**src/bbr_pkg.sv**
```systemverilog
// Shared types and constants for the 3x3 RGB box blur.
package bbr_pkg;

	localparam int CH_W       = 8;
	localparam int PIX_W      = 3 * CH_W;
	localparam int IMG_W_W    = 11;
	localparam int IMG_H_W    = 13;
	localparam int CFG_DATA_W = IMG_H_W;
	localparam int CNT_W      = IMG_W_W + IMG_H_W;
	localparam int SUM_W      = CH_W + 4;
	localparam int MIN_DIM    = 3;
	localparam int MAX_HEIGHT = 4096;
	localparam int OUT_DEPTH  = 4;
	localparam int OUT_PTR_W  = $clog2(OUT_DEPTH);
	localparam int OUT_CNT_W  = OUT_PTR_W + 1;
	localparam int DIV9_SH    = 16;
	localparam logic [DIV9_SH-1:0] DIV9_MUL = 16'd7282;

	localparam logic [IMG_W_W-1:0] WIDTH_RESET  = 11'd640;
	localparam logic [IMG_H_W-1:0] HEIGHT_RESET = 13'd480;

	localparam logic CFG_IDX_WIDTH  = 1'b0;
	localparam logic CFG_IDX_HEIGHT = 1'b1;

	localparam logic KIND_PIXEL = 1'b0;
	localparam logic KIND_FLUSH = 1'b1;

	typedef struct packed {
		logic emit;
		logic done;
		logic top_out;
		logic bottom_out;
		logic left_out;
		logic right_out;
	} win_flags_t;

endpackage

```
**src/bbr_window.sv**
```systemverilog
// 3x3 window registers, border-masked channel sums and division by nine.
module bbr_window import bbr_pkg::*; (
	input  logic             clk,
	input  logic             arst_n,
	input  logic             valid_s1,
	input  logic [PIX_W-1:0] up,
	input  logic [PIX_W-1:0] mid,
	input  logic [PIX_W-1:0] px_s1,
	input  win_flags_t       flags_s1,
	output logic             valid_s2,
	output logic [PIX_W-1:0] res_data,
	output logic             res_last,
	output logic [1:0]       pending
);
	logic [PIX_W-1:0]          win_q [3][3];
	win_flags_t                flags_s2;
	logic [SUM_W-1:0]          sum [3];
	logic [SUM_W+DIV9_SH-1:0]  prod [3];

	always_ff @(posedge clk or negedge arst_n) begin
		if (!arst_n) begin
			for (int r = 0; r < 3; r++) begin
				for (int c = 0; c < 3; c++) begin
					win_q[r][c] <= '0;
				end
			end
		end else if (valid_s1) begin
			for (int r = 0; r < 3; r++) begin
				win_q[r][0] <= win_q[r][1];
				win_q[r][1] <= win_q[r][2];
			end
			win_q[0][2] <= up;
			win_q[1][2] <= mid;
			win_q[2][2] <= px_s1;
		end
	end

	always_ff @(posedge clk or negedge arst_n) begin
		if (!arst_n) begin
			valid_s2 <= 1'b0;
			flags_s2 <= '0;
		end else begin
			valid_s2 <= valid_s1 && flags_s1.emit;
			flags_s2 <= flags_s1;
		end
	end

	always_comb begin
		for (int k = 0; k < 3; k++) begin
			sum[k] = '0;
		end
		for (int r = 0; r < 3; r++) begin
			for (int c = 0; c < 3; c++) begin
				if (!((r == 0 && flags_s2.top_out) || (r == 2 && flags_s2.bottom_out) ||
					(c == 0 && flags_s2.left_out) || (c == 2 && flags_s2.right_out))) begin
					for (int k = 0; k < 3; k++) begin
						sum[k] = sum[k] + SUM_W'(win_q[r][c][k*CH_W +: CH_W]);
					end
				end
			end
		end
		for (int k = 0; k < 3; k++) begin
			prod[k] = (SUM_W+DIV9_SH)'(sum[k]) * (SUM_W+DIV9_SH)'(DIV9_MUL);
			res_data[k*CH_W +: CH_W] = prod[k][DIV9_SH +: CH_W];
		end
	end

	assign res_last = flags_s2.done;
	assign pending  = 2'(valid_s1 && flags_s1.emit) + 2'(valid_s2);

endmodule

```
**config.mk**
```make
export PLATFORM = sky130hd
export DESIGN_NAME = bbr_window
export DESIGN_NICKNAME = d
export VERILOG_FILES = /design/src/bbr_pkg.sv /design/src/bbr_window.sv
export SDC_FILE = /design/constraint.sdc
export NUM_CORES = 1
export LEC_CHECK = 0
export BUFFER_PORTS_ARGS = -buffer_cell sky130_fd_sc_hd__buf_4
export CORE_MARGIN = 10
export CORE_UTILIZATION = 50
export CTS_CLUSTER_DIAMETER = 80
export DETAILED_ROUTE_END_ITERATION = 7
export PLACE_DENSITY = 0.71
export SYNTH_ARGS = -nofsm -noshare
export SYNTH_HDL_FRONTEND = slang
export SYNTH_SLANG_ARGS = --single-unit
```
**constraint.sdc**
```tcl
create_clock -name clk -period 17.9 [get_ports clk]
set_input_delay 3.58 -clock clk [delete_from_list [all_inputs] [get_ports clk]]
set_output_delay 3.58 -clock clk [all_outputs]
set_load 0.02 [all_outputs]
```
==> run_results.csv <==
group,metric,value,unit
synth,synth_area_leaders,"dfrtp_1 22%, ha_1 19%, mux2_2 9.1%",
floorplanning,dieArea,0.0605,mm²
floorplanning,core,0.0504,mm²
synth,netlist_instances,2822,
clock_tree,clock_path_buffers,3,
synth,synth_seq_cells,222,
timing,maxSlewHeadroom,28.1,%
floorplanning,fp-row-count,82,
final_layout,instances_no_fill,3682,
synth,synth-edff-count,0,
clock_tree,cts_tree,"built",
synth,syn_area,0.0255,mm²
timing,skew,0.0262,ns
timing,finalHoldViolCount,0,
clock_tree,clkTransAtPathRegs,0.06,ns
final_layout,multi_input_area,0.0196,mm²
min_path,hp-class,"reg2reg",
place,gp_congestion,0.905,
worst_setup_path,path_common_cell,"ha_1",
final_layout,fillers,4217,
worst_setup_path,r2r_slack,16.97,ns
global_routing,grt_pass1_wl,104,mm
worst_setup_path,critPathArrivalTime,13.98,ns
final_layout,register_area,0.00556,mm²
clock_tree,ctsHoldBuffers,0,
worst_setup_path,crit_path_end_kind,"output port",
synth,ys_warn_count,0,
run,cap_violations,0,
floorplanning,ioPinCount,109,
synth,ys_seq_area_share,21.7,%
final_layout,drive_above_1_share,23.7,%
final_layout,final_core_util,59.3,%
worst_setup_path,reg2reg_to,"win_q[108]",
detailed_routing,drtIter0Drc,1079,
detailed_routing,wl,64.7,mm
synth,yosys.area.top_type,"dfrtp_1",
final_layout,final_nets,3559,
final_layout,antenna_cells,0,
min_path,min_to,"win_q[214]",
final_layout,syn2layout_area_growth,17.0,%
synth,synth.distinct_cells,89,
synth,ys.flop_type,"dfrtp_1",
global_routing,grt_antenna_before_repair,0,
detailed_routing,drtPass1Iterations,5,
worst_setup_path,cp_num_buf_inv,7,
timing,period_share,98.1,%
clock_tree,clock_latency,0.60,ns
worst_setup_path,crit_fanout,7,
place,port_buffers,108,
timing,rsz0062_at_grt,"true",
global_routing,track_usage,20.4,%
place,place_inst,3558,
floorplanning,initial_core_util,50.7,%
synth,ys_async_sr_fraction,100,%
timing,finalSetupViolations,0,
outcome,status,"completed",
global_routing,grt_max_degree,175,
timing,maxSlewViolCount,0,
timing,period_needed,17.56,ns
worst_setup_path,cp.required,14.32,ns
clock_tree,cts_buffers,29,
worst_setup_path,slowest_delay,0.52,ns
timing,max_freq,56.9,MHz
clock_tree,h-tree-depth,1,
detailed_routing,vias_per_cell,5.64,
clock_tree,cts_root_buffer,"clkbuf_16",
min_path,holdPathStages,1,
worst_setup_path,slowest_stage,"or4_4",
min_path,min_from,"win_q[214]",
detailed_routing,via_count,20800,
worst_setup_path,rr_worst_depth,1,
worst_setup_path,r2r_start,"win_q[84]",
worst_setup_path,critPathTopFamily,"adder cells",
global_routing,grt_pass1_vias,20900,
worst_setup_path,path_class,"reg2out",
synth,synth_top_area_share,21.7,%
synth,synth.avg_cell_area,9.05,µm²
clock_tree,clock-sinks,222,
detailed_routing,drc,0,
global_routing,grt.overflow.total,0,
synth,netlist_top_cells_count,"386 x ha_1, 353 x inv_1, 222 x dfrtp_1",
worst_setup_path,start_kind,"flop",
detailed_routing,wl_per_cell,17.6,µm
synth,synthMostInstantiatedCell,"ha_1",
place,dp_hpwl,49.1,mm
detailed_routing,drtAntennaViolNets,0,
floorplanning,die_h,246,µm
floorplanning,die_x,246,µm
synth,syn-num-nets,3393,
timing,worst_slew_pin_slew,1.05,ns
how the worst max path moves through the flow:
stage	slack [ns]	startpoint	endpoint	depth (start not counted)
after floorplan	0.98	flags_s2[1]	res_data[23]	63
after global placement	0.21	flags_s2[3]	res_data[23]	70
after detailed placement	-0.10	flags_s2[3]	res_data[23]	69
after CTS	-0.005	flags_s2[3]	res_data[23]	68
after global routing	-0.39	flags_s2[1]	res_data[23]	65
final	0.34	flags_s2[1]	res_data[23]	65
cells by family after synthesis:
logic type | share of synthesized area (%)
AND/OR/NAND/NOR | 11.7
flip-flops | 21.7
multiplexers | 10.3
AO/OA/AOI/OAI | 16.4
buffers and inverters | 6.29
adder cells (fa/ha/maj) | 27.1
XOR/XNOR | 6.44
flip-flops by register name (all words and copies together), names as in the netlist:
| name | cells |
|---|---|
| flags_s2 | 4 |
| res_last | 1 |
| valid_s2 | 1 |
| win_q | 216 |
through the flow:
| stage | setup WS [ns] | setup TNS [ns] | cell area, µm² | hold slack [ns] |
|---|---|---|---|---|
| finish | 0.338 | 0 | 29900 | 0.497 |
| global route | -0.393 | -1.23 | 29900 | 0.510 |
| CTS | -0.00512 | -0.00512 | 28500 | 0.500 |
| detailed placement | -0.104 | -0.104 | 27200 | 0.487 |
| global placement | 0.210 | 0 | 27200 | 0.481 |
| floorplan | 0.982 | 0 | 25500 | 0.472 |
placed cells by master, fill, tap and decap left out, types with 19 or more instances in the layout:
cell type,instances
nor3_1,28
o21a_1,46
xor2_1,54
mux2i_1,19
nor2_1,185
o21ai_0,127
inv_1,348
a21o_1,68
and2_1,42
o21ai_1,33
buf_4,202
nand3_1,36
xnor2_1,98
a21oi_1,115
dfrtp_1,219
fa_1,96
a211oi_2,19
clkbuf_16,29
mux2_2,205
nor2b_1,44
nand2_1,151
a21oi_2,35
ha_4,22
nand2b_1,33
ha_1,356
o21ai_2,20
cell type report:
type / instances / share of cell area (%)
Tap cell: 672 / 2.81
Inverter: 355 / 4.46
Timing Repair Buffer: 207 / 5.33
Clock buffer: 34 / 2.66
Sequential cell: 222 / 18.6
Clock inverter: 19 / 0.707
Multi-Input combinational cell: 2173 / 65.4
layer usage:
layer	vias to the layer above	track usage (%)	wire, µm
met3	100	2.60	2530
met5	-	0	0
met4	0	4.47	1300
met1	10100	26.7	29500
li1	10100	-	-
met2	413	35.2	31400
timing repair:
action,in CTS,in global routing
gates resized for setup,58,219
endpoints found under the hold margin,0,0
buffers inserted,10,61
setup endpoints to repair,18,22
pin swaps,9,108
Power is left out: the tool's default activity adds up to more than one toggle a clock period on the data nets, which glitch-free logic cannot reach.
