===== src/bbr_pkg.sv =====
// Shared types and constants for the 3x3 RGB box blur.
package bbr_pkg;

	localparam int CH_W       = 8;
	localparam int PIX_W      = 3 * CH_W;
	localparam int IMG_W_W    = 11;
	localparam int IMG_H_W    = 13;
	localparam int CFG_DATA_W = IMG_H_W;
	localparam int CNT_W      = IMG_W_W + IMG_H_W;
	localparam int SUM_W      = CH_W + 4;
	localparam int MIN_DIM    = 3;
	localparam int MAX_HEIGHT = 4096;
	localparam int OUT_DEPTH  = 4;
	localparam int OUT_PTR_W  = $clog2(OUT_DEPTH);
	localparam int OUT_CNT_W  = OUT_PTR_W + 1;
	localparam int DIV9_SH    = 16;
	localparam logic [DIV9_SH-1:0] DIV9_MUL = 16'd7282;

	localparam logic [IMG_W_W-1:0] WIDTH_RESET  = 11'd640;
	localparam logic [IMG_H_W-1:0] HEIGHT_RESET = 13'd480;

	localparam logic CFG_IDX_WIDTH  = 1'b0;
	localparam logic CFG_IDX_HEIGHT = 1'b1;

	localparam logic KIND_PIXEL = 1'b0;
	localparam logic KIND_FLUSH = 1'b1;

	typedef struct packed {
		logic emit;
		logic done;
		logic top_out;
		logic bottom_out;
		logic left_out;
		logic right_out;
	} win_flags_t;

endpackage


===== src/bbr_ctrl.sv =====
// Input control: configuration, raster counters, output position and remap divider.
module bbr_ctrl import bbr_pkg::*; #(
	parameter int MAX_WIDTH = 1024
) (
	input  logic                         clk,
	input  logic                         arst_n,
	input  logic                         cfg_we,
	input  logic                         cfg_index,
	input  logic [CFG_DATA_W-1:0]        cfg_data,
	input  logic                         in_valid,
	input  logic                         in_kind,
	input  logic [PIX_W-1:0]             in_pixel,
	input  logic                         slot_ok,
	output logic                         in_ready,
	output logic                         proc,
	output logic [$clog2(MAX_WIDTH)-1:0] col,
	output logic [PIX_W-1:0]             px,
	output win_flags_t                   flags
);
	localparam int COL_W     = $clog2(MAX_WIDTH);
	localparam int CMP_W     = (COL_W > IMG_W_W ? COL_W : IMG_W_W) + 1;
	localparam int WLIM      = 2 ** IMG_W_W - 1;
	localparam int MAXW_CL   = MAX_WIDTH > WLIM ? WLIM : MAX_WIDTH;
	localparam int DIV_CNT_W = $clog2(CNT_W + 1);
	localparam logic [IMG_W_W-1:0] MAXW = IMG_W_W'(MAXW_CL);

	logic [IMG_W_W-1:0]   width_q;
	logic [IMG_H_W-1:0]   height_q;
	logic [CNT_W-1:0]     total_q;
	logic [COL_W-1:0]     col_q;
	logic [1:0]           row_q;
	logic [CNT_W-1:0]     e_q;
	logic [IMG_W_W-1:0]   ec_q;
	logic [CNT_W-1:0]     er_q;
	logic [DIV_CNT_W-1:0] div_cnt_q;
	logic [IMG_W_W-1:0]   div_rem_q;
	logic [CNT_W-1:0]     div_quo_q;
	logic [CNT_W-1:0]     div_dv_q;

	logic [IMG_W_W-1:0] w_eff;
	logic [IMG_H_W-1:0] h_eff;
	logic [COL_W-1:0]   col_cur;
	logic               col_wrap;
	logic               streaming;
	logic               tail;
	logic               done;
	logic               busy;
	logic               accept;
	logic [IMG_W_W:0]   rem_sh;
	logic               q_bit;
	logic [IMG_W_W:0]   rem_nx;
	logic [CNT_W-1:0]   quo_nx;

	always_comb begin
		if (width_q < IMG_W_W'(MIN_DIM)) begin
			w_eff = IMG_W_W'(MIN_DIM);
		end else if (width_q > MAXW) begin
			w_eff = MAXW;
		end else begin
			w_eff = width_q;
		end
		if (height_q < IMG_H_W'(MIN_DIM)) begin
			h_eff = IMG_H_W'(MIN_DIM);
		end else if (height_q > IMG_H_W'(MAX_HEIGHT)) begin
			h_eff = IMG_H_W'(MAX_HEIGHT);
		end else begin
			h_eff = height_q;
		end
	end

	assign col_cur   = (CMP_W'(col_q) >= CMP_W'(w_eff)) ? '0 : col_q;
	assign col_wrap  = (CMP_W'(col_cur) + CMP_W'(1)) >= CMP_W'(w_eff);
	assign streaming = (row_q == 2'd2) || (row_q == 2'd1 && col_cur != '0);
	assign tail      = streaming && ((CNT_W+1)'(e_q) + (CNT_W+1)'(w_eff) + (CNT_W+1)'(1)
		>= (CNT_W+1)'(total_q));
	assign done      = ((CNT_W+1)'(e_q) + (CNT_W+1)'(1)) >= (CNT_W+1)'(total_q);

	assign busy     = div_cnt_q != '0;
	assign in_ready = !cfg_we && !busy && slot_ok;
	assign accept   = in_valid && in_ready;
	assign proc     = accept && (in_kind == KIND_PIXEL || tail);
	assign px       = (in_kind == KIND_FLUSH) ? '0 : in_pixel;
	assign col      = col_cur;

	assign flags.emit       = streaming;
	assign flags.done       = done;
	assign flags.top_out    = er_q == '0;
	assign flags.bottom_out = ((CNT_W+1)'(er_q) + (CNT_W+1)'(1)) >= (CNT_W+1)'(h_eff);
	assign flags.left_out   = ec_q == '0;
	assign flags.right_out  = ((IMG_W_W+1)'(ec_q) + (IMG_W_W+1)'(1)) >= (IMG_W_W+1)'(w_eff);

	assign rem_sh = {div_rem_q, div_dv_q[CNT_W-1]};
	assign q_bit  = rem_sh >= (IMG_W_W+1)'(w_eff);
	assign rem_nx = q_bit ? (rem_sh - (IMG_W_W+1)'(w_eff)) : rem_sh;
	assign quo_nx = {div_quo_q[CNT_W-2:0], q_bit};

	always_ff @(posedge clk or negedge arst_n) begin
		if (!arst_n) begin
			width_q  <= WIDTH_RESET;
			height_q <= HEIGHT_RESET;
		end else if (cfg_we) begin
			unique case (cfg_index)
				CFG_IDX_WIDTH:  width_q  <= cfg_data[IMG_W_W-1:0];
				CFG_IDX_HEIGHT: height_q <= cfg_data[IMG_H_W-1:0];
			endcase
		end
	end

	always_ff @(posedge clk or negedge arst_n) begin
		if (!arst_n) begin
			total_q <= '0;
		end else begin
			total_q <= CNT_W'(w_eff) * CNT_W'(h_eff);
		end
	end

	always_ff @(posedge clk) begin
		if (cfg_we) begin
			div_rem_q <= '0;
			div_quo_q <= '0;
			div_dv_q  <= e_q;
		end else if (busy) begin
			div_rem_q <= rem_nx[IMG_W_W-1:0];
			div_quo_q <= quo_nx;
			div_dv_q  <= {div_dv_q[CNT_W-2:0], 1'b0};
		end
	end

	always_ff @(posedge clk or negedge arst_n) begin
		if (!arst_n) begin
			div_cnt_q <= '0;
			col_q     <= '0;
			row_q     <= '0;
			e_q       <= '0;
			ec_q      <= '0;
			er_q      <= '0;
		end else if (cfg_we) begin
			div_cnt_q <= DIV_CNT_W'(CNT_W);
		end else if (busy) begin
			div_cnt_q <= div_cnt_q - DIV_CNT_W'(1);
			if (div_cnt_q == DIV_CNT_W'(1)) begin
				ec_q <= rem_nx[IMG_W_W-1:0];
				er_q <= quo_nx;
			end
		end else if (proc) begin
			if (streaming && done) begin
				col_q <= '0;
				row_q <= '0;
				e_q   <= '0;
				ec_q  <= '0;
				er_q  <= '0;
			end else begin
				if (col_wrap) begin
					col_q <= '0;
					if (row_q != 2'd2) begin
						row_q <= row_q + 2'd1;
					end
				end else begin
					col_q <= col_cur + COL_W'(1);
				end
				if (streaming) begin
					e_q <= e_q + CNT_W'(1);
					if (flags.right_out) begin
						ec_q <= '0;
						er_q <= er_q + CNT_W'(1);
					end else begin
						ec_q <= ec_q + IMG_W_W'(1);
					end
				end
			end
		end
	end

endmodule


===== config.mk =====
export PLATFORM = sky130hd
export DESIGN_NAME = bbr_ctrl
export DESIGN_NICKNAME = d
export VERILOG_FILES = /design/src/bbr_pkg.sv /design/src/bbr_ctrl.sv
export SDC_FILE = /design/constraint.sdc
export NUM_CORES = 1
export LEC_CHECK = 0
export ABC_CLOCK_PERIOD_IN_PS = 5700
export BUFFER_PORTS_ARGS = -buffer_cell sky130_fd_sc_hd__buf_4
export CORE_UTILIZATION = 53
export CTS_BUF_LIST = sky130_fd_sc_hd__clkbuf_2
export DETAILED_ROUTE_END_ITERATION = 8
export PLACE_DENSITY = 0.74
export SETUP_SLACK_MARGIN = 0.15
export SLEW_MARGIN = 0
export SYNTH_ARGS = -nofsm -noshare
export SYNTH_HDL_FRONTEND = slang
export SYNTH_SLANG_ARGS = --single-unit

===== constraint.sdc =====
create_clock -name clk -period 5.7 [get_ports clk]
set_clock_uncertainty 0.2 [all_clocks]
set_input_delay 0.285 -clock clk [delete_from_list [all_inputs] [get_ports clk]]
set_output_delay 0.285 -clock clk [all_outputs]
set_load 0.01 [all_outputs]

==> out/metrics.json <==
{
  "run_status": {
    "status": "finished, violations left",
    "failed_checks": "setup timing"
  },
  "final_layout": {
    "layout.cells.most_common_list": "sky130_fd_sc_hd__buf_4, sky130_fd_sc_hd__nand2_1, sky130_fd_sc_hd__inv_1",
    "nNetsFinal": 2518,
    "drive_above_1_share_pct": 27.3,
    "layout.area.seq_mm2": 0.00451,
    "final_cell_count_no_fill": 2597,
    "multi_input_area_mm2": 0.0121,
    "most_common_cell_after_layout_fill_and_taps_aside": "sky130_fd_sc_hd__buf_4",
    "layout.filler_cells": 2267,
    "post-route-cell-area_mm2": 0.0215,
    "area.growth.synth_to_final_pct": 27.8
  },
  "worst_setup_path": {
    "cp_top_family": "simple AND/OR/NAND/NOR gates",
    "crit_start": "width_q[9]$_DFFE_PN1P_",
    "library_cell_appearing_most_often_on_the_critical_path": "sky130_fd_sc_hd__buf_6",
    "r2r_end": "er_q[7]$_DFFE_PN0P_",
    "worstPathBufferInverterCount": 7,
    "kind_of_start_point_of_the_critical_path": "flop",
    "cp.arrival_ns": 5.99,
    "crit_path_max_fanout": 4,
    "timing.reg2reg.worst_path_depth": 31,
    "timing_worst_setup_path_type": "reg2out",
    "slowest_stage_delay_cp_ns": 0.54,
    "worstPathRequired_ns": 5.22,
    "timing.critical_path.to_type": "output pin",
    "reg2reg_slack_ns": -0.41,
    "cell_type_of_the_slowest_stage_on_the_worst_timing_path": "sky130_fd_sc_hd__or4_4",
    "reg2reg_from": "width_q[9]$_DFFE_PN1P_"
  },
  "logic_synthesis": {
    "netlist-cell-type-count": 89,
    "seq_total_area_yosys_pct": 26.8,
    "synth.avg_cell_area_um2": 8.89,
    "synth_nets": 2227,
    "ys_dominant_reg_cell": "sky130_fd_sc_hd__dfrtp_1",
    "synth_seq_cells": 182,
    "mapped_area_mm2": 0.0168,
    "synth.yosys.warnings": 0,
    "async_flop_share_pct": 68.1,
    "synth_edf_count": 24,
    "synthCells": 1894
  },
  "global_routing": {
    "grt.overflow.total": 0,
    "grt_antenna_before_repair": 2,
    "wire_length_of_the_first_global_routing_pass_um": 77300,
    "grt_usage_pct": 29.7,
    "vias_in_the_first_global_route": 15171,
    "grt_start_max_net_pins": 72
  },
  "flow_run": {
    "cap_violations": 0
  },
  "die": {
    "fp-row-count": 64,
    "floorplan.core_area_mm2": 0.0309,
    "die_h_um": 180,
    "die_boundary_width_um": 180,
    "initial_utilization_pct": 54.5,
    "ioPinCount": 86,
    "fp.dieArea_mm2": 0.0325
  },
  "detailed_routing": {
    "vias": 15135,
    "antenna_left": 0,
    "detailedRoute.firstIterationViolations": 1299,
    "drt_drc_violations_left": 0,
    "finalWirelength_um": 48600,
    "vias_per_cell": 5.83,
    "detail_route.wl_per_cell_um": 18.7,
    "firstDrtPassIters": 5
  },
  "min_path": {
    "hold_class": "in2reg",
    "hold_end": "row_q[0]$_DFFE_PN0P_",
    "min_path_cells": 8,
    "min_from": "in_kind"
  },
  "cts": {
    "number_of_clock_sinks": 182,
    "clock_tree.buffer_depth": 2,
    "clock_tree.htree_level_count": 4,
    "cts.clk_slew.worst_paths_ns": 0.32,
    "cts_buffers": 17,
    "worst_skew_pair.late_latency_ns": 0.92,
    "clock-root-buffer": "sky130_fd_sc_hd__clkbuf_2",
    "cts_tree": "done"
  },
  "placed_design": {
    "io_buffer_count": 85,
    "hpwlAfterDp_um": 34400,
    "cell_count_after_placement": 2459,
    "postPlaceCellArea_mm2": 0.0191,
    "finalWeightedCongestion": 0.906
  },
  "timing": {
    "fin_tns_setup_ns": -22.85,
    "layout_setup_ws_ns": -0.774,
    "fmax_mhz": 154,
    "slew_at_the_pin_with_the_worst_max_slew_slack_ns": 0.995,
    "slew_viol_final": 0,
    "final-setup-viol-count": 83,
    "slew_headroom_pct": 33.5,
    "rsz0062_at_grt": "yes",
    "finalCritPeriodShare_pct": 114,
    "final_hold_viol_count": 0,
    "period_minus_slack_ns": 6.47
  },
  "power": {
    "max-vdd-ir-drop_uv": 265,
    "pwr_density_cell_mw_per_mm2": 270,
    "design_power_total_mw": 5.81,
    "static-leakage-power_nw": 10.5
  }
}
## sequential cells by signal, summed over array words and instances (netlist names)
register / count
total_q: 24
height_q: 13
er_q: 24
width_q: 11
e_q: 24
div_quo_q: 23
row_q: 2
div_dv_q: 24
div_rem_q: 11
col_q: 10
ec_q: 11
div_cnt_q: 5
## metrics by stage
stage	hold slack [ns]	util [%]	setup WS, ns
finish	0.104	69.6	-0.774
detailed placement	0.247	61.9	-0.485
global placement	0.242	61.9	-0.320
CTS	0.0279	67.3	-0.953
floorplan	-0.211	-	-0.105
global route	0.0786	69.6	-1.10
## power by group
group	switching, mW	internal (mW)
combinational	1.89	1.66
clock	0.545	0.137
sequential	0.101	1.48
## cell type report
cell class,instances,area share [%]
Inverter,207,3.69
Sequential cell,182,21.0
Clock inverter,15,0.645
Tap cell,396,2.30
Antenna cell,3,0.0349
Multi-Input combinational cell,1423,56.1
Clock buffer,17,0.395
Timing Repair Buffer,354,15.9
## metal layers
| metal | share of wire (%) | wire [µm] | global-route usage [%] |
|---|---|---|---|
| met1 | 42 | 20300 | 38.0 |
| met2 | 49 | 23600 | 51.0 |
| met3 | 6.3 | 3050 | 4.75 |
| met4 | 3.5 | 1690 | 9.91 |
| met5 | 0 | 0 | 0 |
## synthesized netlist by cell type (all sizes together), types with 13 or more instances
cell    instances  area share [%]
nand2         235             5.3
a21oi          80             2.4
nor3           15            0.45
and3           27             1.0
xnor2          58             3.0
dfxtp          34             4.0
nand2b         24            0.89
xor2           42             2.2
edfxtp         24             4.3
o31ai          23             1.1
ha            189              14
nand4          24            0.89
mux2           48             3.2
inv           201             4.5
nor2b          47             1.7
a22o           29             1.5
dfrtp         118              18
a21o           26             1.2
a31oi          13            0.52
and2           27             1.0
nor2          142             3.2
clkbuf         57             1.3
o21ai          86             2.6
nand3          44             1.3
a211oi         16            0.71
nor4           15            0.56
fa            100              12
buf            25            0.77
## kinds of logic (layout without fill, tap and decap cells)
group	count (synthesis)	count (layout)	synth area share, %
mux	53	53	3.51
simple gates	632	632	18.1
xor+xnor	100	100	5.20
other cells	0	3	0
fa+ha+maj	289	289	25.9
flops	182	182	26.8
compound gates	349	349	13.9
buf+inv	289	593	6.66
## worst max path at each step
| stage | endpoint | slack, ns | depth (start not counted) |
|---|---|---|---|
| finish | proc | -0.77 | 26 |
| global route | proc | -1.10 | 31 |
| CTS | proc | -0.95 | 26 |
| detailed placement | total_q[23]$_DFF_PN0_ | -0.48 | 23 |
| global placement | total_q[23]$_DFF_PN0_ | -0.32 | 23 |
| floorplan | total_q[23]$_DFF_PN0_ | -0.11 | 24 |
## worst reg2reg max path, delay by kind of cell, from the launching register on
kind            cells  cell delay, ns
buf+inv            10            1.27
xor+xnor            1            0.12
compound gates      9            1.43
flops               1            0.44
simple gates        9            1.92
fa+ha+maj           2            0.68
## repair_timing
| action | 4_1_cts | 5_1_grt |
|---|---|---|
| gates resized for setup | 176 | 103 |
| cloned | 12 | 1 |
| endpoints found under the setup margin | 85 | 87 |
| hold buffers | 35 | 0 |
| pin swaps | 72 | 66 |
| setup buffers | 30 | 25 |
| endpoints found under the hold margin | 134 | 0 |
Power figures use the tool's default switching activity.
