[src/bbr_pkg.sv]
// Shared types and constants for the 3x3 RGB box blur.
package bbr_pkg;

	localparam int CH_W       = 8;
	localparam int PIX_W      = 3 * CH_W;
	localparam int IMG_W_W    = 11;
	localparam int IMG_H_W    = 13;
	localparam int CFG_DATA_W = IMG_H_W;
	localparam int CNT_W      = IMG_W_W + IMG_H_W;
	localparam int SUM_W      = CH_W + 4;
	localparam int MIN_DIM    = 3;
	localparam int MAX_HEIGHT = 4096;
	localparam int OUT_DEPTH  = 4;
	localparam int OUT_PTR_W  = $clog2(OUT_DEPTH);
	localparam int OUT_CNT_W  = OUT_PTR_W + 1;
	localparam int DIV9_SH    = 16;
	localparam logic [DIV9_SH-1:0] DIV9_MUL = 16'd7282;

	localparam logic [IMG_W_W-1:0] WIDTH_RESET  = 11'd640;
	localparam logic [IMG_H_W-1:0] HEIGHT_RESET = 13'd480;

	localparam logic CFG_IDX_WIDTH  = 1'b0;
	localparam logic CFG_IDX_HEIGHT = 1'b1;

	localparam logic KIND_PIXEL = 1'b0;
	localparam logic KIND_FLUSH = 1'b1;

	typedef struct packed {
		logic emit;
		logic done;
		logic top_out;
		logic bottom_out;
		logic left_out;
		logic right_out;
	} win_flags_t;

endpackage

[src/bbr_out_fifo.sv]
// Small result queue in front of the output stream.
module bbr_out_fifo import bbr_pkg::*; (
	input  logic                 clk,
	input  logic                 arst_n,
	input  logic                 push,
	input  logic [PIX_W-1:0]     push_data,
	input  logic                 push_last,
	output logic                 out_valid,
	input  logic                 out_ready,
	output logic [PIX_W-1:0]     out_data,
	output logic                 out_last,
	output logic [OUT_CNT_W-1:0] count
);
	logic [PIX_W:0]          buf_q [OUT_DEPTH];
	logic [OUT_PTR_W-1:0]    wr_ptr_q;
	logic [OUT_PTR_W-1:0]    rd_ptr_q;
	logic [OUT_CNT_W-1:0]    count_q;
	logic                    pop;

	assign out_valid = count_q != '0;
	assign pop       = out_valid && out_ready;
	assign out_data  = buf_q[rd_ptr_q][PIX_W-1:0];
	assign out_last  = buf_q[rd_ptr_q][PIX_W];
	assign count     = count_q;

	always_ff @(posedge clk) begin
		if (push) begin
			buf_q[wr_ptr_q] <= {push_last, push_data};
		end
	end

	always_ff @(posedge clk or negedge arst_n) begin
		if (!arst_n) begin
			wr_ptr_q <= '0;
			rd_ptr_q <= '0;
			count_q  <= '0;
		end else begin
			if (push) begin
				wr_ptr_q <= wr_ptr_q + OUT_PTR_W'(1);
			end
			if (pop) begin
				rd_ptr_q <= rd_ptr_q + OUT_PTR_W'(1);
			end
			count_q <= count_q + OUT_CNT_W'(push) - OUT_CNT_W'(pop);
		end
	end

endmodule

[config.mk]
export PLATFORM = sky130hd
export DESIGN_NAME = bbr_out_fifo
export DESIGN_NICKNAME = d
export VERILOG_FILES = /design/src/bbr_pkg.sv /design/src/bbr_out_fifo.sv
export SDC_FILE = /design/constraint.sdc
export NUM_CORES = 1
export LEC_CHECK = 0
export BUFFER_PORTS_ARGS = -buffer_cell sky130_fd_sc_hd__buf_2
export CORE_ASPECT_RATIO = 0.75
export CORE_MARGIN = 10
export CORE_UTILIZATION = 56
export DETAILED_ROUTE_END_ITERATION = 6
export GPL_ROUTABILITY_DRIVEN = 0
export PLACE_DENSITY = 0.82
export SETUP_SLACK_MARGIN = 0.15
export SKIP_CTS_REPAIR_TIMING = 1
export SLEW_MARGIN = 20
export SYNTH_ARGS = -nofsm -noshare
export SYNTH_HDL_FRONTEND = slang
export SYNTH_SLANG_ARGS = --single-unit
[constraint.sdc]
create_clock -name clk -period 2.1 [get_ports clk]
set_clock_uncertainty 0.05 [all_clocks]
set_input_delay 0.105 -clock clk [delete_from_list [all_inputs] [get_ports clk]]
set_output_delay 0.105 -clock clk [all_outputs]
set_load 0.01 [all_outputs]
==> flow_summary_export.csv, run 1 <==
group,metric,value,unit
synth,synth_cell_types,18,
synth,synthArstFlopShare,6.542,%
drt,drtAntennaViolNets,0,
timing,period_needed,2061,ps
global_routing,grt_max_degree,22,
drt,avgViaCountPerCell,5.098,
clock_network,cts.sink_count,107,
layout,num_antenna_cells,0,
floorplan,initial_core_util,58.49,%
clock_network,cts_buffer_depth,2,
layout,nNetsFinal,312,
synth,synth_area_leader_cell,"edfxtp_1",
synth,synth_fa_ha_area_share,2.346,%
timing,final.setup.tns,0,ps
power_and_ir_drop,power_leakage,0.001846,uW
synth,synth_compound_area_share,0.5557,%
synth,synthMuxAreaShare,14.54,%
layout,syn_to_final_growth,24.11,%
drt,drc,0,
synth,syn-num-nets,201,
synth,yosysSeqAreaShare,78.42,%
synth,yosysMostFrequentCell,"edfxtp_1",
timing,holdWs,-3.973,ps
synth,syn_avg_cell_area,24.56,sq um
worst_setup_path,path_class,"reg -> reg",
worst_setup_path,setup.worst_path.start_class,"flop",
timing,fin_crit_sh,98.13,%
synth,synth_top_area_share,74.10,%
synth,yosys_warnings,0,
worst_setup_path,crit_fanout,5,
worst_setup_path,slowest_stage,"dfrtp_1",
drt,avgRoutedWirePerCell,18.66,um
status,violations,"negative hold slack",
floorplan,io_pins,58,
timing,worstMarginPinSlew,391.1,ps
timing,final-hold-violation-count,1,
clock_network,insertion_delay,350,ps
flow_run,maxCapViolCount,0,
timing,slew_viol_final,0,
layout,nFillCells,402,
placement,place_worst_setup_slack,57.81,ps
power_and_ir_drop,peakVddDrop,0.7388,mV
clock_network,clk_pin_slew,90,ps
global_routing,grt_usage,12.23,%
global_routing,grt_pass1_wl,10460,um
worst_setup_path,cpPeakStageDelay,440,ps
floorplan,fp.dieH,93.68,um
synth,ys_top_cells_by_count,"100 x edfxtp_1, 18 x mux4_2, 7 x dfrtp_1, 7 x mux4_1",
worst_setup_path,critical_path.startpoint,"count[1]",
synth,netlist_area,4053,sq um
synth,synth_seq_cells,107,
layout,multi_input_area,798.3,sq um
drt,drt-initial-drc-count,89,
clock_network,cts_htree_levels,3,
worst_setup_path,end_kind,"flop",
placement,io_buffer_count,57,
min_path,hp-class,"in -> reg",
synth,syn-instance-count,165,
drt,first_pass_iters,4,
worst_setup_path,cp_cell_sequence,"o31a_1 -> ha_1 -> inv_1 -> ha_2 -> fa_2 -> xnor2_2 -> xnor2_1",
worst_setup_path,cp.arrival,2260,ps
worst_setup_path,reg2reg_from,"count[1]",
power_and_ir_drop,powerDensity,1248,nW/um^2
layout,final_layout_size_suffix_gt1_share,41.64,%
status,status,"complete, but fails checks",
global_routing,grt_overflow_total,0,
timing,timing.fmax,0.4853,GHz
global_routing,first_global_vias,1985,
timing,layout_setup_ws,39.27,ps
clock_network,cts_tree,"built",
clock_network,numCtsBuffers,9,
timing,finalSetupViolations,0,
drt,drt-total-wl,7072,um
synth,yosys.area_share.simple,0.8645,%
timing,relSlewSlack,73.59,%
synth,ys.flop_type,"edfxtp_1",
global_routing,antenna_found_initial,0,
floorplan,die_x,118.2,um
clock_network,root_buffer,"clkbuf_8",
floorplan,core_region_area,6929,sq um
synth,synth_xor_area_share,1.081,%
timing,rsz0062_at_grt,"yes",
synth,synthTopCellsByArea,"edfxtp_1 74%, mux4_2 10%, mux4_1 4.5%",
placement,hpwl,4533,um
worst_setup_path,cp_data_required_time,2300,ps
synth,synth_top_family_by_area,"multiplexers",
floorplan,rows,26,
min_path,min_from,"push",
drt,dr_total_vias,1932,
synth,synth_edf_count,100,
layout,seqCellArea,3179,sq um
floorplan,die_area,11080,sq um
sequential cells by signal, indices dropped and copies added, names as in the netlist:
| register | flops |
|---|---|
| buf_q | 100 |
| rd_ptr_q | 2 |
| count | 3 |
| wr_ptr_q | 2 |
cell families after synthesis:
logic type,after synthesis
AO/OA/AOI/OAI,3
XOR/XNOR,5
adder cells (fa/ha/maj),7
buffers and inverters,12
flip-flops,107
multiplexers,25
AND/OR/NAND/NOR,6
critical path: cells and delay by family (launching register included):
family | cells | cell delay, ps
compound gates | 1 | 340
flops | 1 | 440
xor+xnor | 2 | 260
buf+inv | 1 | 40
fa+ha+maj | 3 | 820
layout make-up:
| class | count | share of cell area (%) |
|---|---|---|
| Sequential cell | 107 | 63.21 |
| Multi-Input combinational cell | 46 | 15.87 |
| Timing Repair Buffer | 106 | 14.55 |
| Clock buffer | 9 | 2.463 |
| Tap cell | 98 | 2.438 |
| Clock inverter | 7 | 1.020 |
| Inverter | 6 | 0.4478 |
worst paths after layout:
kind                            slack [ps]          end  depth (start not counted)
worst max-delay path                    40     count[2]                          7
worst min register to register         490  wr_ptr_q[0]                          1
min in group asynchronous               40  rd_ptr_q[0]                          2
max in group asynchronous             1790  rd_ptr_q[0]                          2
worst max register to register          40     count[2]                          7
worst min-delay path                    -4  wr_ptr_q[0]                          2
power breakdown:
group | internal (uW) | switching [uW] | total [uW]
registers | 2800 | 169 | 2970
logic | 1150 | 1060 | 2210
clock network | 437 | 659 | 1100
total | 4390 | 1890 | 6280
per-stage QoR:
step	cells	utilization (%)	total power (uW)	hold slack (ps)	cell area, sq um
floorplan	165	-	4341	-240.6	4055
global placement	326	64.95	4994	-107.4	4501
detailed placement	326	64.95	5054	-103.3	4501
CTS	342	67.48	6142	-506.5	4676
global route	379	72.59	6654	0.09134	5030
finish	379	72.59	6277	-3.973	5030
placed cells by master, fill, tap and decap left out:
cell           synthesis  layout
o31a_1                 1       1
ha_2                   0       1
buf_2                  3      57
clkbuf_2               0       1
o311ai_0               1       1
inv_1                  6       6
dfrtp_2                0       1
xor2_1                 2       2
dlygate4sd3_1          0      26
and2_1                 4       4
clkinv_4               0       2
xnor2_2                0       1
o21ai_0                1       1
buf_6                  1       1
nand2_1                1       1
or3_1                  1       1
mux4_1                 7       7
mux4_2                18      18
clkbuf_8               0       9
ha_1                   6       5
xnor2_1                3       2
buf_12                 2       1
edfxtp_1             100     100
clkinv_1               0       1
clkinvlp_4             0       1
dfrtp_1                7       6
fa_2                   0       1
buf_4                  0      20
clkinv_2               0       1
inv_6                  0       2
metal layers:
| metal | GRT usage (%) | part of all wire [%] | up-vias |
|---|---|---|---|
| li1 | - | - | 908 |
| met1 | 15.15 | 43 | 964 |
| met2 | 19.38 | 50 | 54 |
| met3 | 5.766 | 6.3 | 6 |
| met4 | 2.669 | 0.51 | 0 |
| met5 | 0 | 0 | - |
(Power assumes the default switching activity.)
==> inputs of run 2 (changes only) <==
==> constraint.sdc (replaced) <==
create_clock -name clk -period 2.1 [get_ports clk]
set_clock_uncertainty 0.05 [all_clocks]
set_input_delay 0.42 -clock clk [delete_from_list [all_inputs] [get_ports clk]]
set_output_delay 0.42 -clock clk [all_outputs]
set_load 0.01 [all_outputs]
==> run 2 against run 1 <==
Compared with the run above:
- combinational power is 7% higher
- sequential share of layout area is 2.7 points higher
- the flow finishes with violations (negative setup slack)
- register-to-register slack better by 40 ps
- fmax is 5.7% lower
- design area is 4.2% lower
- non-clock buffer count is 33 lower
==> flow_summary_export.csv, run 2 (synthesis results as in run 1) <==
group,metric,value,unit
drt,drc,0,
worst_setup_path,slowest_stage,"mux4_1",
worst_setup_path,cp_data_required_time,1630,ps
clock_network,cts_buffer_depth,2,
floorplan,core_region_area,6929,sq um
layout,stdcell_area,4821,sq um
flow_run,maxCapViolCount,0,
floorplan,fp.dieH,93.68,um
drt,first_pass_iters,4,
floorplan,io_pins,58,
global_routing,antenna_found_initial,0,
global_routing,grt_usage,13.08,%
clock_network,cts_htree_levels,3,
worst_setup_path,r2r_cells,7,
drt,dr.max_layer_used,"met4",
min_path,min_from,"push_data[19]",
worst_setup_path,path_class,"reg -> out",
floorplan,die_x,118.2,um
layout,final_layout_size_suffix_gt1_share,45.16,%
timing,finalSetupViolations,25,
worst_setup_path,setup.worst_path.start_class,"flop",
global_routing,grt_pass1_wl,11200,um
worst_setup_path,cp_top_family,"multiplexers",
timing,relSlewSlack,70.26,%
power_and_ir_drop,power_leakage,0.001738,uW
layout,largest_reg_flops,100,
layout,multi_input_area,790.8,sq um
global_routing,grt_max_degree,22,
clock_network,cts.sink_count,107,
clock_network,clk_pin_slew,100,ps
worst_setup_path,crit_fanout,11,
clock_network,insertion_delay,360,ps
layout,mostFrequentLayoutCells,"100 x edfxtp_1, 46 x buf_2, 20 x mux4_2",
worst_setup_path,end_kind,"output pin",
floorplan,die_area,11080,sq um
worst_setup_path,cpPeakStageDelay,560,ps
timing,final-hold-violation-count,0,
layout,top_register,"buf_q",
floorplan,initial_core_util,58.49,%
placement,placed_cell_area,4518,sq um
worst_setup_path,reg2reg_slack,80,ps
power_and_ir_drop,powerDensity,1331,nW/um^2
min_path,hp-class,"in -> reg",
layout,final_common_cell,"edfxtp_1",
drt,drt-initial-drc-count,83,
clock_network,numCtsBuffers,9,
status,violations,"negative setup slack",
layout,fin_cells,346,
status,status,"complete, but fails checks",
drt,wl_met1,2942,um
worst_setup_path,path_depth,3,
global_routing,first_global_vias,2072,
power_and_ir_drop,peakVddDrop,0.7475,mV
timing,layout_setup_ws,-85.65,ps
clock_network,cts_tree,"built",
drt,route.met3.wl,424,um
timing,period_needed,2186,ps
drt,avgViaCountPerCell,5.353,
timing,slew_viol_final,0,
timing,rsz0062_at_grt,"yes",
drt,dr_total_vias,1852,
placement,io_buffer_count,57,
placement,hpwl,4624,um
layout,syn_to_final_growth,18.96,%
placement,place_inst,325,
clock_network,root_buffer,"clkbuf_8",
floorplan,rows,26,
layout,seqCellArea,3179,sq um
drt,met2WireLength,3537,um
worst_setup_path,cp.arrival,1720,ps
drt,drt-total-wl,6966,um
layout,num_antenna_cells,0,
layout,nNetsFinal,279,
layout,nFillCells,435,
timing,worstMarginPinSlew,446.1,ps
global_routing,grt_overflow_total,0,
worst_setup_path,reg2reg_from,"count[0]",
min_path,whs_path_depth,1,
drt,avgRoutedWirePerCell,20.13,um
worst_setup_path,regToRegEndpoint,"count[2]",
worst_setup_path,path_buf_inv,2,
drt,drtAntennaViolNets,0,
worst_setup_path,cp_cell_sequence,"buf_12 -> mux4_1 -> buf_2",
min_path,holdPathEnd,"buf_q[0][19]",
timing,fin_crit_sh,104.1,%
timing,timing.fmax,0.4575,GHz
==> run 2: how the worst max path moves through the flow <==
| stage | startpoint | to | slack, ps |
|---|---|---|---|
| finish | rd_ptr_q[0] | out_data[1] | -90 |
| global placement | count[2] | count[2] | 120 |
| CTS | rd_ptr_q[0] | out_data[5] | -130 |
| global route | rd_ptr_q[0] | out_data[1] | -140 |
| floorplan | count[2] | count[2] | 110 |
| detailed placement | count[2] | count[2] | 30 |
==> run 2: report_power, final <==
group	total, uW	internal, uW	switching (uW)
Sequential	2950	2810	146
Clock	1100	440	662
Combinational	2360	1250	1110
Total	6420	4490	1920
==> run 2: area by class of cell <==
| cell class | count | share of cell area [%] |
|---|---|---|
| clock buffer | 9 | 2.569 |
| clock inverter | 7 | 1.038 |
| inverter | 6 | 0.4672 |
| multi-input combinational | 46 | 16.40 |
| sequential | 107 | 65.95 |
| tap | 98 | 2.543 |
| timing repair buffer | 73 | 11.03 |
==> run 2: worst reg2reg max path: cells and delay by family, from the launching register on <==
family / cells / cell delay (ps)
AOI/OAI and AO/OA: 1 / 330
xor gates and xnor gates: 2 / 260
adders and majority gates: 3 / 830
buffers and inverters: 1 / 40
DFF: 1 / 410
==> run 2: through the flow <==
step                hold slack, ps  total power, uW  worst slack, ps  setup TNS, ps  util [%]
global placement             211.1             5038            116.3              0     65.20
detailed placement           214.2             5105            34.96              0     65.20
global route                 199.7             6770           -140.2          -2873     69.57
CTS                         -183.3             6196           -129.3          -1593     67.71
finish                       213.4             6416           -85.65          -1159     69.57
floorplan                    74.41             4341            105.7              0         -
==> run 2: per-layer routing <==
metal	track usage (%)	vias to the layer above
li1	-	838
met3	5.105	10
met5	0	-
met2	22.30	51
met4	3.696	0
met1	15.21	953
==> inputs of run 3 (changes only) <==
--- a/config.mk
+++ b/config.mk
@@ -8,5 +8,4 @@
 export BUFFER_PORTS_ARGS = -buffer_cell sky130_fd_sc_hd__buf_2
 export CORE_ASPECT_RATIO = 0.75
-export CORE_MARGIN = 10
 export CORE_UTILIZATION = 56
 export DETAILED_ROUTE_END_ITERATION = 6
==> constraint.sdc (replaced) <==
create_clock -name clk -period 2.1 [get_ports clk]
set_clock_uncertainty 0.05 [all_clocks]
set_input_delay 0.105 -clock clk [delete_from_list [all_inputs] [get_ports clk]]
set_output_delay 0.105 -clock clk [all_outputs]
set_load 0.01 [all_outputs]
==> run 3 against run 2 <==
Compared with the run above:
- the flow now finishes without violations
- non-clock buffer count grew 26
- worst hold slack worse by 190 ps
- total power shrank 0.43%
- global-route usage is 5.5 points higher
- utilization rose by 3.2 points
- sequential power hardly changed
- via count increased by 5.5%
- die area fell by 32%
- combinational power is 11% lower
- design area up 4.1%
- register-to-register slack is essentially flat
- critical path depth is 4 higher
- largest power group unchanged
- highest routed layer unchanged
==> flow_summary_export.csv, run 3 (synthesis results as in run 1) <==
group,metric,value,unit
floorplan,fp.dieH,75.68,um
layout,nFillCells,445,
global_routing,grt_overflow_total,0,
clock_network,insertion_delay,370,ps
drt,dr_total_vias,1954,
timing,worstMarginPinSlew,395.9,ps
worst_setup_path,crit_top_cell,"ha_1",
min_path,hp-class,"in -> reg",
worst_setup_path,setup.worst_path.start_class,"flop",
floorplan,rows,26,
clock_network,root_buffer,"clkbuf_8",
floorplan,initial_core_util,58.76,%
timing,rsz0062_at_grt,"yes",
layout,num_antenna_cells,0,
worst_setup_path,crit_fanout,4,
flow_run,maxCapViolCount,0,
layout,top_register,"buf_q",
floorplan,die_x,100.2,um
layout,stdcell_area,5020,sq um
worst_setup_path,cpPeakStageDelay,430,ps
timing,fin_crit_sh,96.65,%
worst_setup_path,path_class,"reg -> reg",
clock_network,cts.sink_count,107,
clock_network,numCtsBuffers,9,
layout,syn_to_final_growth,23.87,%
clock_network,cts_buffer_depth,2,
global_routing,grt_usage,18.54,%
drt,avgViaCountPerCell,5.253,
placement,io_buffer_count,57,
worst_setup_path,path_buf_inv,1,
global_routing,grt_max_degree,26,
placement,hpwl,4164,um
layout,largest_reg_flops,100,
timing,timing.fmax,0.4927,GHz
floorplan,die_area,7585,sq um
layout,final_common_cell,"edfxtp_1",
drt,drt-total-wl,6824,um
drt,first_pass_iters,4,
floorplan,core_region_area,6897,sq um
power_and_ir_drop,peakVddDrop,0.8123,mV
status,status,"finished clean",
clock_network,cts_htree_levels,3,
timing,slew_viol_final,0,
drt,avgRoutedWirePerCell,18.34,um
clock_network,clk_pin_slew,100,ps
worst_setup_path,cp_cell_sequence,"o31a_1 -> ha_1 -> inv_1 -> ha_1 -> fa_2 -> xnor2_2 -> xnor2_1",
power_and_ir_drop,powerDensity,1273,nW/um^2
drt,drt-initial-drc-count,72,
placement,placed_cell_area,4486,sq um
global_routing,antenna_found_initial,0,
layout,mostFrequentLayoutCells,"100 x edfxtp_1, 57 x buf_2, 27 x dlygate4sd3_1",
timing,final-hold-violation-count,0,
timing,relSlewSlack,73.27,%
drt,drc,0,
timing,holdWs,23.92,ps
worst_setup_path,cp_top_family,"adder cells",
layout,nNetsFinal,305,
timing,period_needed,2030,ps
drt,drtAntennaViolNets,0,
global_routing,first_global_vias,1891,
clock_network,cts_tree,"built",
worst_setup_path,cp_data_required_time,2310,ps
power_and_ir_drop,power_leakage,0.001835,uW
floorplan,io_pins,58,
worst_setup_path,end_kind,"flop",
global_routing,grt_pass1_wl,9701,um
timing,finalSetupViolations,0,
layout,final_layout_size_suffix_gt1_share,39.42,%
worst_setup_path,cp.arrival,2240,ps
worst_setup_path,slowest_stage,"dfrtp_1",
[run 3: changes by cell type in the layout (fill, tap and decap cells not counted), sizes merged]
| cell | delta |
|---|---|
| buf | +1 |
| inv | -2 |
| dlygate4sd3 | +26 |
| clkinv | -1 |
| bufinv | +2 |
[run 3: path summary, 6_finish.rpt]
kind / cells after the start / from / endpoint / slack (ps)
setup / recovery: 7 / count[1] / count[2] / 70
hold / removal: 3 / out_ready / rd_ptr_q[1] / 20
setup reg to reg: 7 / count[1] / count[2] / 70
hold reg to reg: 1 / wr_ptr_q[0] / wr_ptr_q[0] / 500
max in group asynchronous: 2 / arst_n / rd_ptr_q[0] / 1770
min in group asynchronous: 2 / arst_n / wr_ptr_q[1] / 50
[run 3: where the power goes]
part           leakage (uW)  switching, uW  internal (uW)
Combinational      0.000725           1060           1060
Sequential          0.00100            137           2810
Clock              0.000111            656            674
[run 3: final cells by class]
cell class / instances / area [sq um] / area share, %
clock buffer: 10 / 127.6 / 2.542
clock inverter: 6 / 87.58 / 1.745
inverter: 6 / 22.52 / 0.4487
multi-input combinational: 46 / 795.8 / 15.85
sequential: 107 / 3179 / 63.34
tap: 98 / 122.6 / 2.443
timing repair buffer: 99 / 684.4 / 13.63
[run 3: tightest hold or removal path: stages]
cell	delay, ps
buf_2	110
o311ai_0	120
xnor2_1	80
[run 3: per-layer routing]
layer	GRT usage, %	up-vias	wire (um)
met5	0	-	0
met1	25.79	1000	3181
met3	7.064	9	301
met4	6.119	0	78
li1	-	890	-
met2	27.78	55	3262
[run 3: stage by stage]
stage	total power, uW	util (%)	worst slack, ps	std cells	TNS (ps)
2_1_floorplan	4341	-	105.7	165	0
3_3_place_gp	4937	65.04	114.3	324	0
3_5_place_dp	4981	65.04	77.95	324	0
4_1_cts	6307	68.16	55.13	340	0
5_1_grt	6715	72.79	-12.14	372	-12.14
6_report	6388	72.79	70.31	372	0
